<file path="src/hdl/gradient_concurrency_limit_defines.svh">
// ----------------------------------------------------------------------------
// Gradient concurrency limit: assertion macros
// Shared property forms for the checks at the end of the top level.
// ----------------------------------------------------------------------------
`ifndef GRADIENT_CONCURRENCY_LIMIT_DEFINES_SVH
`define GRADIENT_CONCURRENCY_LIMIT_DEFINES_SVH

// same-cycle implication, checked out of reset
`define GCL_ASSERT_IMPL(label, ante, cons) \
    label: assert property (@(posedge i_clk) disable iff (!i_rst_n) (ante) |-> (cons)) \
        else $error("gcl check failed");

// next-cycle implication, checked out of reset
`define GCL_ASSERT_NEXT(label, ante, cons) \
    label: assert property (@(posedge i_clk) disable iff (!i_rst_n) (ante) |=> (cons)) \
        else $error("gcl check failed");

`endif

</file>
<file path="src/hdl/gcl_pkg.sv">
// ----------------------------------------------------------------------------
// gcl_pkg
// Types and codes shared by the concurrency limit controller and datapath.
// ----------------------------------------------------------------------------
`default_nettype none

package gcl_pkg;

    localparam int CNT_W = 6;

    // result action codes
    localparam logic [2:0] ACT_EMPTY  = 3'd0;
    localparam logic [2:0] ACT_SKIP   = 3'd1;
    localparam logic [2:0] ACT_PROBE  = 3'd2;
    localparam logic [2:0] ACT_NORMAL = 3'd3;
    localparam logic [2:0] ACT_DROP   = 3'd4;

    // register indexes
    localparam logic [2:0] REG_MIN_LIMIT  = 3'd0;
    localparam logic [2:0] REG_MAX_LIMIT  = 3'd1;
    localparam logic [2:0] REG_INIT_LIMIT = 3'd2;
    localparam logic [2:0] REG_SMOOTHING  = 3'd3;
    localparam logic [2:0] REG_TOLERANCE  = 3'd4;
    localparam logic [2:0] REG_PROBE_INTV = 3'd5;

    typedef enum logic [2:0] {
        ST_IDLE,
        ST_MUL_LO,
        ST_MUL_HI,
        ST_PREP,
        ST_ITER,
        ST_GROW,
        ST_SMOOTH,
        ST_DONE
    } t_state;

    typedef struct packed {
        logic load;
        logic mul_lo;
        logic mul_hi;
        logic prep;
        logic sq_en;
        logic mod_en;
        logic div_en;
        logic grow;
        logic smooth;
        logic commit;
    } t_cmd;

    typedef struct packed {
        logic out_free;
    } t_stat;

endpackage

`default_nettype wire

</file>
<file path="src/hdl/gcl_ctrl.sv">
// ----------------------------------------------------------------------------
// gcl_ctrl
// Sequencer: steps one word through multiply, iterate and update phases.
// ----------------------------------------------------------------------------
`default_nettype none

module gcl_ctrl (
    input  wire            i_clk,
    input  wire            i_rst_n,
    input  wire            i_valid,
    output logic           o_stall,
    input  gcl_pkg::t_stat i_stat,
    output gcl_pkg::t_cmd  o_cmd
);
    import gcl_pkg::*;

    t_state           r_state, n_state;
    logic [CNT_W-1:0] r_cnt, n_cnt;

    always_ff @(posedge i_clk) begin
        if (!i_rst_n) begin
            r_state <= ST_IDLE;
            r_cnt   <= '0;
        end else begin
            r_state <= n_state;
            r_cnt   <= n_cnt;
        end
    end

    always_comb begin
        n_state = r_state;
        n_cnt   = r_cnt;
        o_cmd   = '0;
        o_stall = 1'b1;
        case (r_state)
            ST_IDLE: begin
                o_stall = 1'b0;
                if (i_valid) begin
                    o_cmd.load = 1'b1;
                    n_state    = ST_MUL_LO;
                end
            end
            ST_MUL_LO: begin
                o_cmd.mul_lo = 1'b1;
                n_state      = ST_MUL_HI;
            end
            ST_MUL_HI: begin
                o_cmd.mul_hi = 1'b1;
                n_state      = ST_PREP;
            end
            ST_PREP: begin
                o_cmd.prep = 1'b1;
                n_cnt      = '0;
                n_state    = ST_ITER;
            end
            ST_ITER: begin
                // sqrt needs 16 steps, modulo 32, divide all 64
                o_cmd.div_en = 1'b1;
                o_cmd.mod_en = (r_cnt[CNT_W-1] == 1'b0);
                o_cmd.sq_en  = (r_cnt[CNT_W-1:CNT_W-2] == 2'b00);
                n_cnt        = r_cnt + 1'b1;
                if (&r_cnt) begin
                    n_state = ST_GROW;
                end
            end
            ST_GROW: begin
                o_cmd.grow = 1'b1;
                n_state    = ST_SMOOTH;
            end
            ST_SMOOTH: begin
                o_cmd.smooth = 1'b1;
                n_state      = ST_DONE;
            end
            ST_DONE: begin
                // hold until the output register is free
                if (i_stat.out_free) begin
                    o_cmd.commit = 1'b1;
                    n_state      = ST_IDLE;
                end
            end
            default: begin
                n_state = ST_IDLE;
            end
        endcase
    end

endmodule

`default_nettype wire

</file>
<file path="config.mk">
export PLATFORM = sky130hd
export DESIGN_NAME = gcl_ctrl
export DESIGN_NICKNAME = d
export VERILOG_FILES = /design/src/hdl/gradient_concurrency_limit_defines.svh /design/src/hdl/gcl_pkg.sv /design/src/hdl/gcl_ctrl.sv
export SDC_FILE = /design/constraint.sdc
export NUM_CORES = 1
export LEC_CHECK = 0
export BUFFER_PORTS_ARGS = -buffer_cell sky130_fd_sc_hd__buf_2
export CELL_PAD_IN_SITES_DETAIL_PLACEMENT = 0
export CELL_PAD_IN_SITES_GLOBAL_PLACEMENT = 2
export CORE_MARGIN = 3
export CORE_UTILIZATION = 26
export DETAILED_ROUTE_END_ITERATION = 6
export PLACE_DENSITY_LB_ADDON = 0.1
export SLEW_MARGIN = 30
export SYNTH_ARGS = -nofsm -noshare
export SYNTH_HDL_FRONTEND = slang
export SYNTH_SLANG_ARGS = --single-unit
</file>
<file path="constraint.sdc">
create_clock -name i_clk -period 1.9 [get_ports i_clk]
set_input_delay 0.475 -clock i_clk [delete_from_list [all_inputs] [get_ports i_clk]]
set_output_delay 0.475 -clock i_clk [all_outputs]
set_load 0.01 [all_outputs]
</file>
== Yosys cells after proc, flatten, opt, wreduce, memory -nomap -nowiden ==
Cells that the tools add are included.

* Logic and storage cells: 35
* Output and inout port bits: 11
* Latch bits: 0
* Bits in writable memories: 0
* Memories kept: 0
* Bits of input ports: 4
* Memory bits (read-only): 0
* Bits in registers: 9

* Mux-type cells: 16
* Reduce and logical (&&, ||, !) cells: 5
* $lt $le $gt $ge: 0
* Multipliers: 0
* Divide/modulo/power cells: 0
* Bitwise operators: 1
* Eq/ne operators: 10
* Add/sub/neg operators: 1
* Shift operators: 0

{| class="wikitable"
|+ Operators with widths
! kind !! number
|-
| $pmux 3 s8 || 1
|-
| $eq 3x3->1 const B || 4
|-
| $mux 3 || 4
|-
| $pmux 6 s2 || 1
|-
| $mux 1 || 10
|-
| $add 6x1->6 const B || 1
|-
| $eq 3x2->1 const B || 2
|-
| $ne 2x2->1 const B || 3
|-
| $reduce_and 6->1 || 1
|-
| $eq 3x1->1 const B || 1
|-
| $logic_not 3->1 || 1
|-
| $reduce_and 3->1 || 1
|-
| $logic_not 2->1 || 1
|-
| $reduce_bool 2->1 || 1
|-
| $not 1->1 || 1
|}

== Longest topological paths before layout ==
Gate-level depths: netlist of the first run.

* Depth in word-level cells: 3
* Gate-level depth with buffers: 6
* Gate-level depth less buffers: 4

== Least setup slack after synthesis of the first run ==
OpenSTA, ideal clock, no wires.

* Path kind: register to output
* Start: register r_state[0]
* End: output port o_cmd[5] in the netlist's numbering
* Path buffers: 2
* Path slack: 0.261 ns
* Cell stages (with the launch flop): 5
* Arrival: 1.164 ns
* Required time: 1.425 ns
* Cells stage by stage: dfxtp_1 > buf_6 > or3b_1 > buf_6 > nor3_1

{| class="wikitable"
|+ RTL lines
! item !! line !! source
|-
| start: declaration || gcl_ctrl.sv:17 || <nowiki>t_state r_state, n_state;</nowiki>
|-
| start signal: assignment || gcl_ctrl.sv:25 || <nowiki>r_state <= n_state;</nowiki>
|-
| end: declaration || gcl_ctrl.sv:13 || <nowiki>output gcl_pkg::t_cmd o_cmd</nowiki>
|}

==> results_dict.tcl, run 1 <==
set metrics [dict create \
    hold_viol 0 \
    fin_crit_sh 0.954 \
    area_growth_syn_to_layout_pct 25.6 \
    reg2reg_from "r_state[2]" \
    postRouteAntennaNets 0 \
    peakVddDrop_mv 0.298 \
    fp.dieW_um 49.8 \
    post_cts_buffers 0 \
    finalNetCount 85 \
    drive_gt1_frac 0.304 \
    hold_path_class "input pin to flop" \
    setup_viol 0 \
    cp-start-kind "flop" \
    rsz0062_at_grt "false" \
    drtIter0Drc 14 \
    multi_input_area_um2 278 \
    ff2ff_path_depth 3 \
    ys.warnings.count 0 \
    drc 0 \
    portBuffers 14 \
    register_area_um2 180 \
    setup.worst_path.class "flop to output pin" \
    rows 15 \
    grt_pass1_vias 442 \
    placed_area_um2 593 \
    nFillCells 210 \
    cts.reportedPaths.clkPinSlew_ns 0.06 \
    syn-num-nets 67 \
    cp-end-kind "output pin" \
    pre_cts_ws_ns 0.282 \
    critPathCapture "o_cmd[3]" \
    r2r_end "r_cnt[5]" \
    arrival_ns 1.34 \
    viasPerCell 4.85 \
    cts-root-buf "clkbuf_4" \
    die_height_um 49.8 \
    fin_tns_setup_ns 0 \
    clockBufferDepth 2 \
    p_leak_nw 0.278 \
    boundaryPins 15 \
    slew_headroom 0.846 \
    cts_tree "yes" \
    avgSynthCellArea_um2 8.05 \
    status "finished clean" \
    holdBufCountCts 0 \
    fin_skew_ns 0.00595 \
    syn_area_um2 499 \
    max_freq_ghz 0.551 \
    crit_fanout 9 \
    drt_wl_total_mm 1.19 \
    clk_latency_ns 0.26 \
    grt_pass1_wl_mm 1.97 \
    die_area_um2 2480 \
    start_util 0.283 \
    fin_area_um2 627 \
    cts_sinks 9 \
    dp_cells 100 \
    pwr_density_cell_nw_per_um2 713 \
    layout_common_cells "14 x buf_2, 9 x dfxtp_1, 6 x a21oi_1, 6 x nand2_1, 5 x nand3_1" \
    track_usage 0.107 \
    grt_max_degree 12 \
    ys_seq_area_frac 0.361 \
    antenna_cells 0 \
    stdcell_count 104 \
    synthCells 62 \
    gp_congestion 0.714 \
    antenna_found_initial 0 \
    slew_viol_final 0 \
    utilization 0.355 \
    firstDrtPassIters 4 \
    critPathLaunch "r_state[2]" \
    synth_seq_cells 9 \
    r2r_slack_ns 0.42 \
    setup_slack_ns 0.0867 \
    critical_path_required_ns 1.42 \
    ys_types 26 \
    maxCapViolCount 0 \
    cts_resized 1 \
    globalRouteOverflowTotal 0 \
    cts_made_buffers 3 \
    h-tree-depth 1 \
    period_needed_ns 1.81 \
    tightestPinTransition_ns 0.228 \
    core_um2 1760 \
    dp_hpwl_um 873 \
    avgRoutedWirePerCell_um 11.4 \
    layout_commonest_cell "buf_2" \
    routed-via-count 504 \
]
-- layout make-up --
cell class,count,area share
Multi-Input combinational cell,44,0.443
Timing Repair Buffer,17,0.148
Inverter,5,0.0299
Clock buffer,4,0.0419
Sequential cell,9,0.287
Tap cell,25,0.0499
-- flip-flops by register name, summed over array words and instances, names as in the netlist --
| signal | flops |
|---|---|
| r_cnt | 6 |
| r_state | 3 |
-- cells in the mapped netlist --
master	count	area, um2
nand3b_1	1	7.51
and3_1	1	6.26
nor2_1	2	7.51
a41oi_1	2	17.5
or4_1	1	7.51
a21oi_1	6	30.0
o311ai_1	1	8.76
o22ai_1	1	6.26
buf_6	2	22.5
nand2b_1	3	18.8
nor3b_1	2	15.0
inv_1	4	15.0
dfxtp_1	9	180
and4_1	1	8.76
nand2_1	6	22.5
ha_1	1	12.5
or3_1	1	6.26
nor3_1	3	15.0
o21ai_0	1	5.00
a31o_2	1	8.76
clkbuf_1	2	7.51
nand3_1	5	25.0
a311oi_1	3	26.3
or3b_1	1	8.76
inv_2	1	3.75
a31oi_1	1	6.26
-- metrics by stage --
step | hold WS (ns) | power, mW
4_1_cts | 0.479 | 0.452
5_1_grt | 0.501 | 0.477
2_1_floorplan | 0.477 | 0.266
3_5_place_dp | 0.510 | 0.297
6_report | 0.486 | 0.447
3_3_place_gp | 0.521 | 0.298
-- logic make-up after synthesis --
family          count (synthesis)  share of synthesized area
fa+ha+maj                       1                     0.0251
compound gates                 16                      0.218
simple gates                   27                      0.298
buf+inv                         9                     0.0977
flops                           9                      0.361
-- worst min path at each step --
| stage | start | end | slack [ns] | depth (start not counted) |
|---|---|---|---|---|
| final | i_rst_n | r_state[1] | 0.49 | 3 |
| after global routing | i_rst_n | r_state[0] | 0.50 | 2 |
| after CTS | i_rst_n | r_state[1] | 0.48 | 3 |
| after detailed placement | r_cnt[0] | r_cnt[0] | 0.51 | 2 |
| after global placement | r_cnt[1] | r_cnt[1] | 0.52 | 2 |
| after floorplan | r_cnt[1] | r_cnt[1] | 0.48 | 2 |
-- critical path, cell delays in order (launching register included) --
cell and delay (ns):
dfxtp_1 0.32, or3b_4 0.43, inv_2 0.16, buf_2 0.16
-- power breakdown --
group          internal (mW)  switching (mW)
combinational         0.0427          0.0543
sequential             0.196         0.00437
clock                 0.0810          0.0684
total                  0.320           0.127
-- layer usage --
layer  vias up  wire, um  GRT usage
met1       226       614      0.146
met3         2        66     0.0574
met2        10       497      0.137
met4         0        11     0.0415
met5         -         0          0
li1        266         -          -
No activity file was read; power rests on OpenSTA's default activity.
==> run 2, diff against run 1 <==
==> constraint.sdc (replaced) <==
create_clock -name i_clk -period 1.9 [get_ports i_clk]
set_input_delay 0.475 -clock i_clk [delete_from_list [all_inputs] [get_ports i_clk]]
set_output_delay 0.475 -clock i_clk [all_outputs]
set_load 0.02 [all_outputs]
==> results_dict.tcl, run 2 (synthesized netlist as in run 1, its figures left out) <==
set metrics [dict create \
    postRouteAntennaNets 0 \
    pwr_density_cell_nw_per_um2 724 \
    cp_slowest_stage_delay_ns 0.40 \
    cts_tree "yes" \
    die_area_um2 2480 \
    slew_headroom 0.820 \
    status "finished clean" \
    viasPerCell 4.84 \
    layout_common_cells "13 x buf_2, 9 x dfxtp_1, 6 x a21oi_1, 6 x nand2_1, 5 x nand3_1" \
    avgRoutedWirePerCell_um 11.0 \
    hold_path_class "input pin to flop" \
    finalNetCount 85 \
    grt_pass1_vias 444 \
    cp-start-kind "flop" \
    hold_viol 0 \
    drt_wl_total_mm 1.14 \
    slew_viol_final 0 \
    nFillCells 214 \
    fin_crit_sh 0.962 \
    total_power_mw 0.464 \
    cts-root-buf "clkbuf_4" \
    clockBufferDepth 2 \
    cts.reportedPaths.clkPinSlew_ns 0.06 \
    pre_cts_ws_ns 0.255 \
    reg_top3 "r_cnt (6), r_state (3)" \
    tightestPinTransition_ns 0.268 \
    crit_chain "buf_4 -> or3_4 -> nor2_4 -> buf_6" \
    globalRouteOverflowTotal 0 \
    core_um2 1760 \
    drc 0 \
    start_util 0.283 \
    firstDrtPassIters 4 \
    arrival_ns 1.35 \
    rows 15 \
    layout_commonest_cell "buf_2" \
    cpMaxStageDelayCell "or3_4" \
    fin_tns_setup_ns 0 \
    dp_cells 100 \
    cp-end-kind "output pin" \
    portBuffers 14 \
    grt_pass1_wl_mm 1.94 \
    largest_register_ffs 6 \
    gp_congestion 0.725 \
    critical_path_required_ns 1.42 \
    drtIter0Drc 13 \
    die_height_um 49.8 \
    antenna_cells 0 \
    area_growth_syn_to_layout_pct 28.3 \
    drive_gt1_frac 0.316 \
    boundaryPins 15 \
    maxCapViolCount 0 \
    clk_latency_ns 0.26 \
    cts_sinks 9 \
    fin_skew_ns 0.000896 \
    antenna_found_initial 0 \
    track_usage 0.105 \
    period_needed_ns 1.83 \
    p_leak_nw 0.280 \
    max_freq_ghz 0.547 \
    rsz0062_at_grt "true" \
    crit_fanout 11 \
    grt_max_degree 12 \
    utilization 0.363 \
    regMostFlops "r_cnt" \
    holdBufCountCts 0 \
    setup_viol 0 \
    cts_made_buffers 3 \
    h-tree-depth 1 \
    setup_slack_ns 0.0716 \
    dp_hpwl_um 863 \
    setup.worst_path.class "flop to output pin" \
    stdcell_count 104 \
    peakVddDrop_mv 0.382 \
    fp.dieW_um 49.8 \
    routed-via-count 503 \
]
-- run 2: final timing paths --
kind / start / endpoint / slack [ns] / cells after the start
min: i_rst_n / r_state[0] / 0.50 / 2
max: r_state[1] / o_cmd[9] / 0.07 / 4
min reg2reg: r_cnt[0] / r_cnt[0] / 0.52 / 2
max reg2reg: r_state[1] / r_cnt[5] / 0.44 / 3
-- run 2: per-layer routing --
layer,share of wire,GRT usage,up-vias
li1,-,-,262
met1,0.51,0.145,228
met2,0.41,0.137,13
met3,0.075,0.0574,0
met4,0,0.0276,0
met5,0,0,-
-- run 2: layout make-up --
class                   instances  area, um2  area share
multi-input cells              44        285       0.445
flip-flops and latches          9        180       0.281
repair buffers                 17       98.8       0.154
well taps                      25       31.3      0.0488
clock buffers                   4       26.3      0.0410
inverters                       5       18.8      0.0293
-- run 2: repair_timing --
| action | in CTS | in global routing |
|---|---|---|
| endpoints found under the hold margin | 0 | 0 |
| buffers inserted | 0 | 0 |
| setup endpoints to repair | 2 | 3 |
| pin swaps | 0 | 1 |
| resized for setup | 1 | 5 |
-- run 2: metrics by stage --
stage                     hold WS (ns)  cell area [um2]
after floorplan                  0.477              499
after global placement           0.513              593
after detailed placement         0.508              593
after CTS                        0.490              622
after global routing             0.482              641
final                            0.499              641
-- run 2: where the power goes --
group          internal [mW]  switching (mW)
combinational         0.0485          0.0704
clock                 0.0807          0.0635
sequential             0.196         0.00423
total                  0.326           0.138
-- run 2: critical path: cells and delay by family, from the launching register on --
family	cells	cell delay, ns
flops	1	0.31
simple gates	2	0.51
buf+inv	2	0.27
==> run 3, diff against run 2 <==
--- a/config.mk
+++ b/config.mk
@@ -12,6 +12,7 @@
 export CORE_UTILIZATION = 26
 export DETAILED_ROUTE_END_ITERATION = 6
 export PLACE_DENSITY_LB_ADDON = 0.1
+export SETUP_SLACK_MARGIN = 0.15
 export SLEW_MARGIN = 30
 export SYNTH_ARGS = -nofsm -noshare
 export SYNTH_HDL_FRONTEND = slang
==> results_dict.tcl, run 3 (synthesized netlist as in run 1, its figures left out) <==
set metrics [dict create \
    drtIter0Drc 11 \
    dp_hpwl_um 890 \
    slew_viol_final 0 \
    area_growth_syn_to_layout_pct 42.9 \
    layout_commonest_cell "buf_2" \
    r2r_end "r_cnt[5]" \
    finalNetCount 89 \
    drt_wl_total_mm 1.27 \
    maxCapViolCount 0 \
    grt_pass1_wl_mm 2.09 \
    hold_end "r_state[1]" \
    portBuffers 14 \
    stdcell_count 108 \
    setup_viol 0 \
    rsz0062_at_grt "true" \
    die_height_um 49.8 \
    avgRoutedWirePerCell_um 11.8 \
    pwr_density_cell_nw_per_um2 696 \
    fin_skew_ns 0.00231 \
    r2r_slack_ns 0.28 \
    setup.worst_path.class "flop to output pin" \
    pre_cts_ws_ns 0.291 \
    clockBufferDepth 2 \
    firstDrtPassIters 4 \
    cts_tree "yes" \
    h-tree-depth 1 \
    hold_depth 3 \
    rows 15 \
    drive_gt1_frac 0.386 \
    arrival_ns 1.32 \
    ff2ff_path_depth 4 \
    hold_path.startpoint "i_rst_n" \
    status "finished clean" \
    fin_crit_sh 0.944 \
    cts_sinks 9 \
    start_util 0.283 \
    antenna_found_initial 0 \
    fp.dieW_um 49.8 \
    globalRouteOverflowTotal 0 \
    cp-start-kind "flop" \
    track_usage 0.112 \
    fin_tns_setup_ns 0 \
    crit_fanout 7 \
    die_area_um2 2480 \
    grt_max_degree 12 \
    gp_congestion 0.727 \
    cp-end-kind "output pin" \
    setup_slack_ns 0.107 \
    placed_area_um2 608 \
    cts-root-buf "clkbuf_4" \
    critical_path_required_ns 1.42 \
    cts.reportedPaths.clkPinSlew_ns 0.06 \
    dp_cells 101 \
    tightestPinTransition_ns 0.227 \
    period_needed_ns 1.79 \
    grt_pass1_vias 478 \
    regMostFlops "r_cnt" \
    reg2reg_from "r_state[1]" \
    largest_register_ffs 6 \
    max_freq_ghz 0.558 \
    layout_common_cells "9 x buf_2, 7 x dfxtp_1" \
    viasPerCell 4.82 \
    hold_path_class "input pin to flop" \
    slew_headroom 0.846 \
    hold_viol 0 \
    p_leak_nw 0.303 \
    clk_latency_ns 0.26 \
    postRouteAntennaNets 0 \
    routed-via-count 521 \
    antenna_cells 0 \
    peakVddDrop_mv 0.314 \
    cts_made_buffers 3 \
    drc 0 \
    boundaryPins 15 \
    reg_top3 "r_cnt (6), r_state (3)" \
    total_power_mw 0.496 \
    fin_area_um2 713 \
    core_um2 1760 \
]
## run 3: worst max path at each step
stage                    end       start  slack, ns  cells after the start
CTS                 o_cmd[5]  r_state[1]       0.09                      3
finish              o_cmd[9]  r_state[1]       0.11                      4
detailed placement  o_cmd[5]  r_state[2]       0.29                      3
floorplan           o_cmd[9]  r_state[1]       0.22                      3
global placement    o_cmd[5]  r_state[1]       0.29                      3
global route        o_cmd[5]  r_state[2]       0.06                      3
## run 3: final cells by class
class                      count  area [um2]
multi-input combinational     44         297
sequential                     9         183
inverter                       5        18.8
timing repair buffer          21         158
fill                         203        1050
tap                           25        31.3
clock buffer                   4        26.3
## run 3: worst max-delay path, cell delays in order, from the launching register on
cell	delay (ns)
dfxtp_2	0.32
buf_6	0.12
or3_4	0.40
nor2_4	0.09
buf_6	0.12
## run 3: repair_timing
item / CTS / global route
gates resized for setup: 13 / 4
hold buffers: 0 / 0
endpoints found under the setup margin: 5 / 6
gates cloned: 0 / 0
pin swaps: 1 / 0
setup buffers: 1 / 2
## run 3: through the flow
stage | hold slack (ns) | util
after floorplan | 0.477 | -
after global placement | 0.520 | 0.345
after detailed placement | 0.525 | 0.345
after CTS | 0.477 | 0.387
after global routing | 0.495 | 0.404
final | 0.481 | 0.404
## run 3: power by group
part	switching [mW]	internal [mW]	total (mW)
clock network	0.0715	0.0811	0.153
registers	0.00537	0.197	0.202
logic	0.0752	0.0658	0.141
## run 3: layer usage
layer  wire length, um  GRT usage  up-vias
met5                 0          0        -
met4                 8     0.0415        0
met3                67     0.0483        2
met2               518      0.150       11
met1               679      0.157      234
li1                  -          -      274
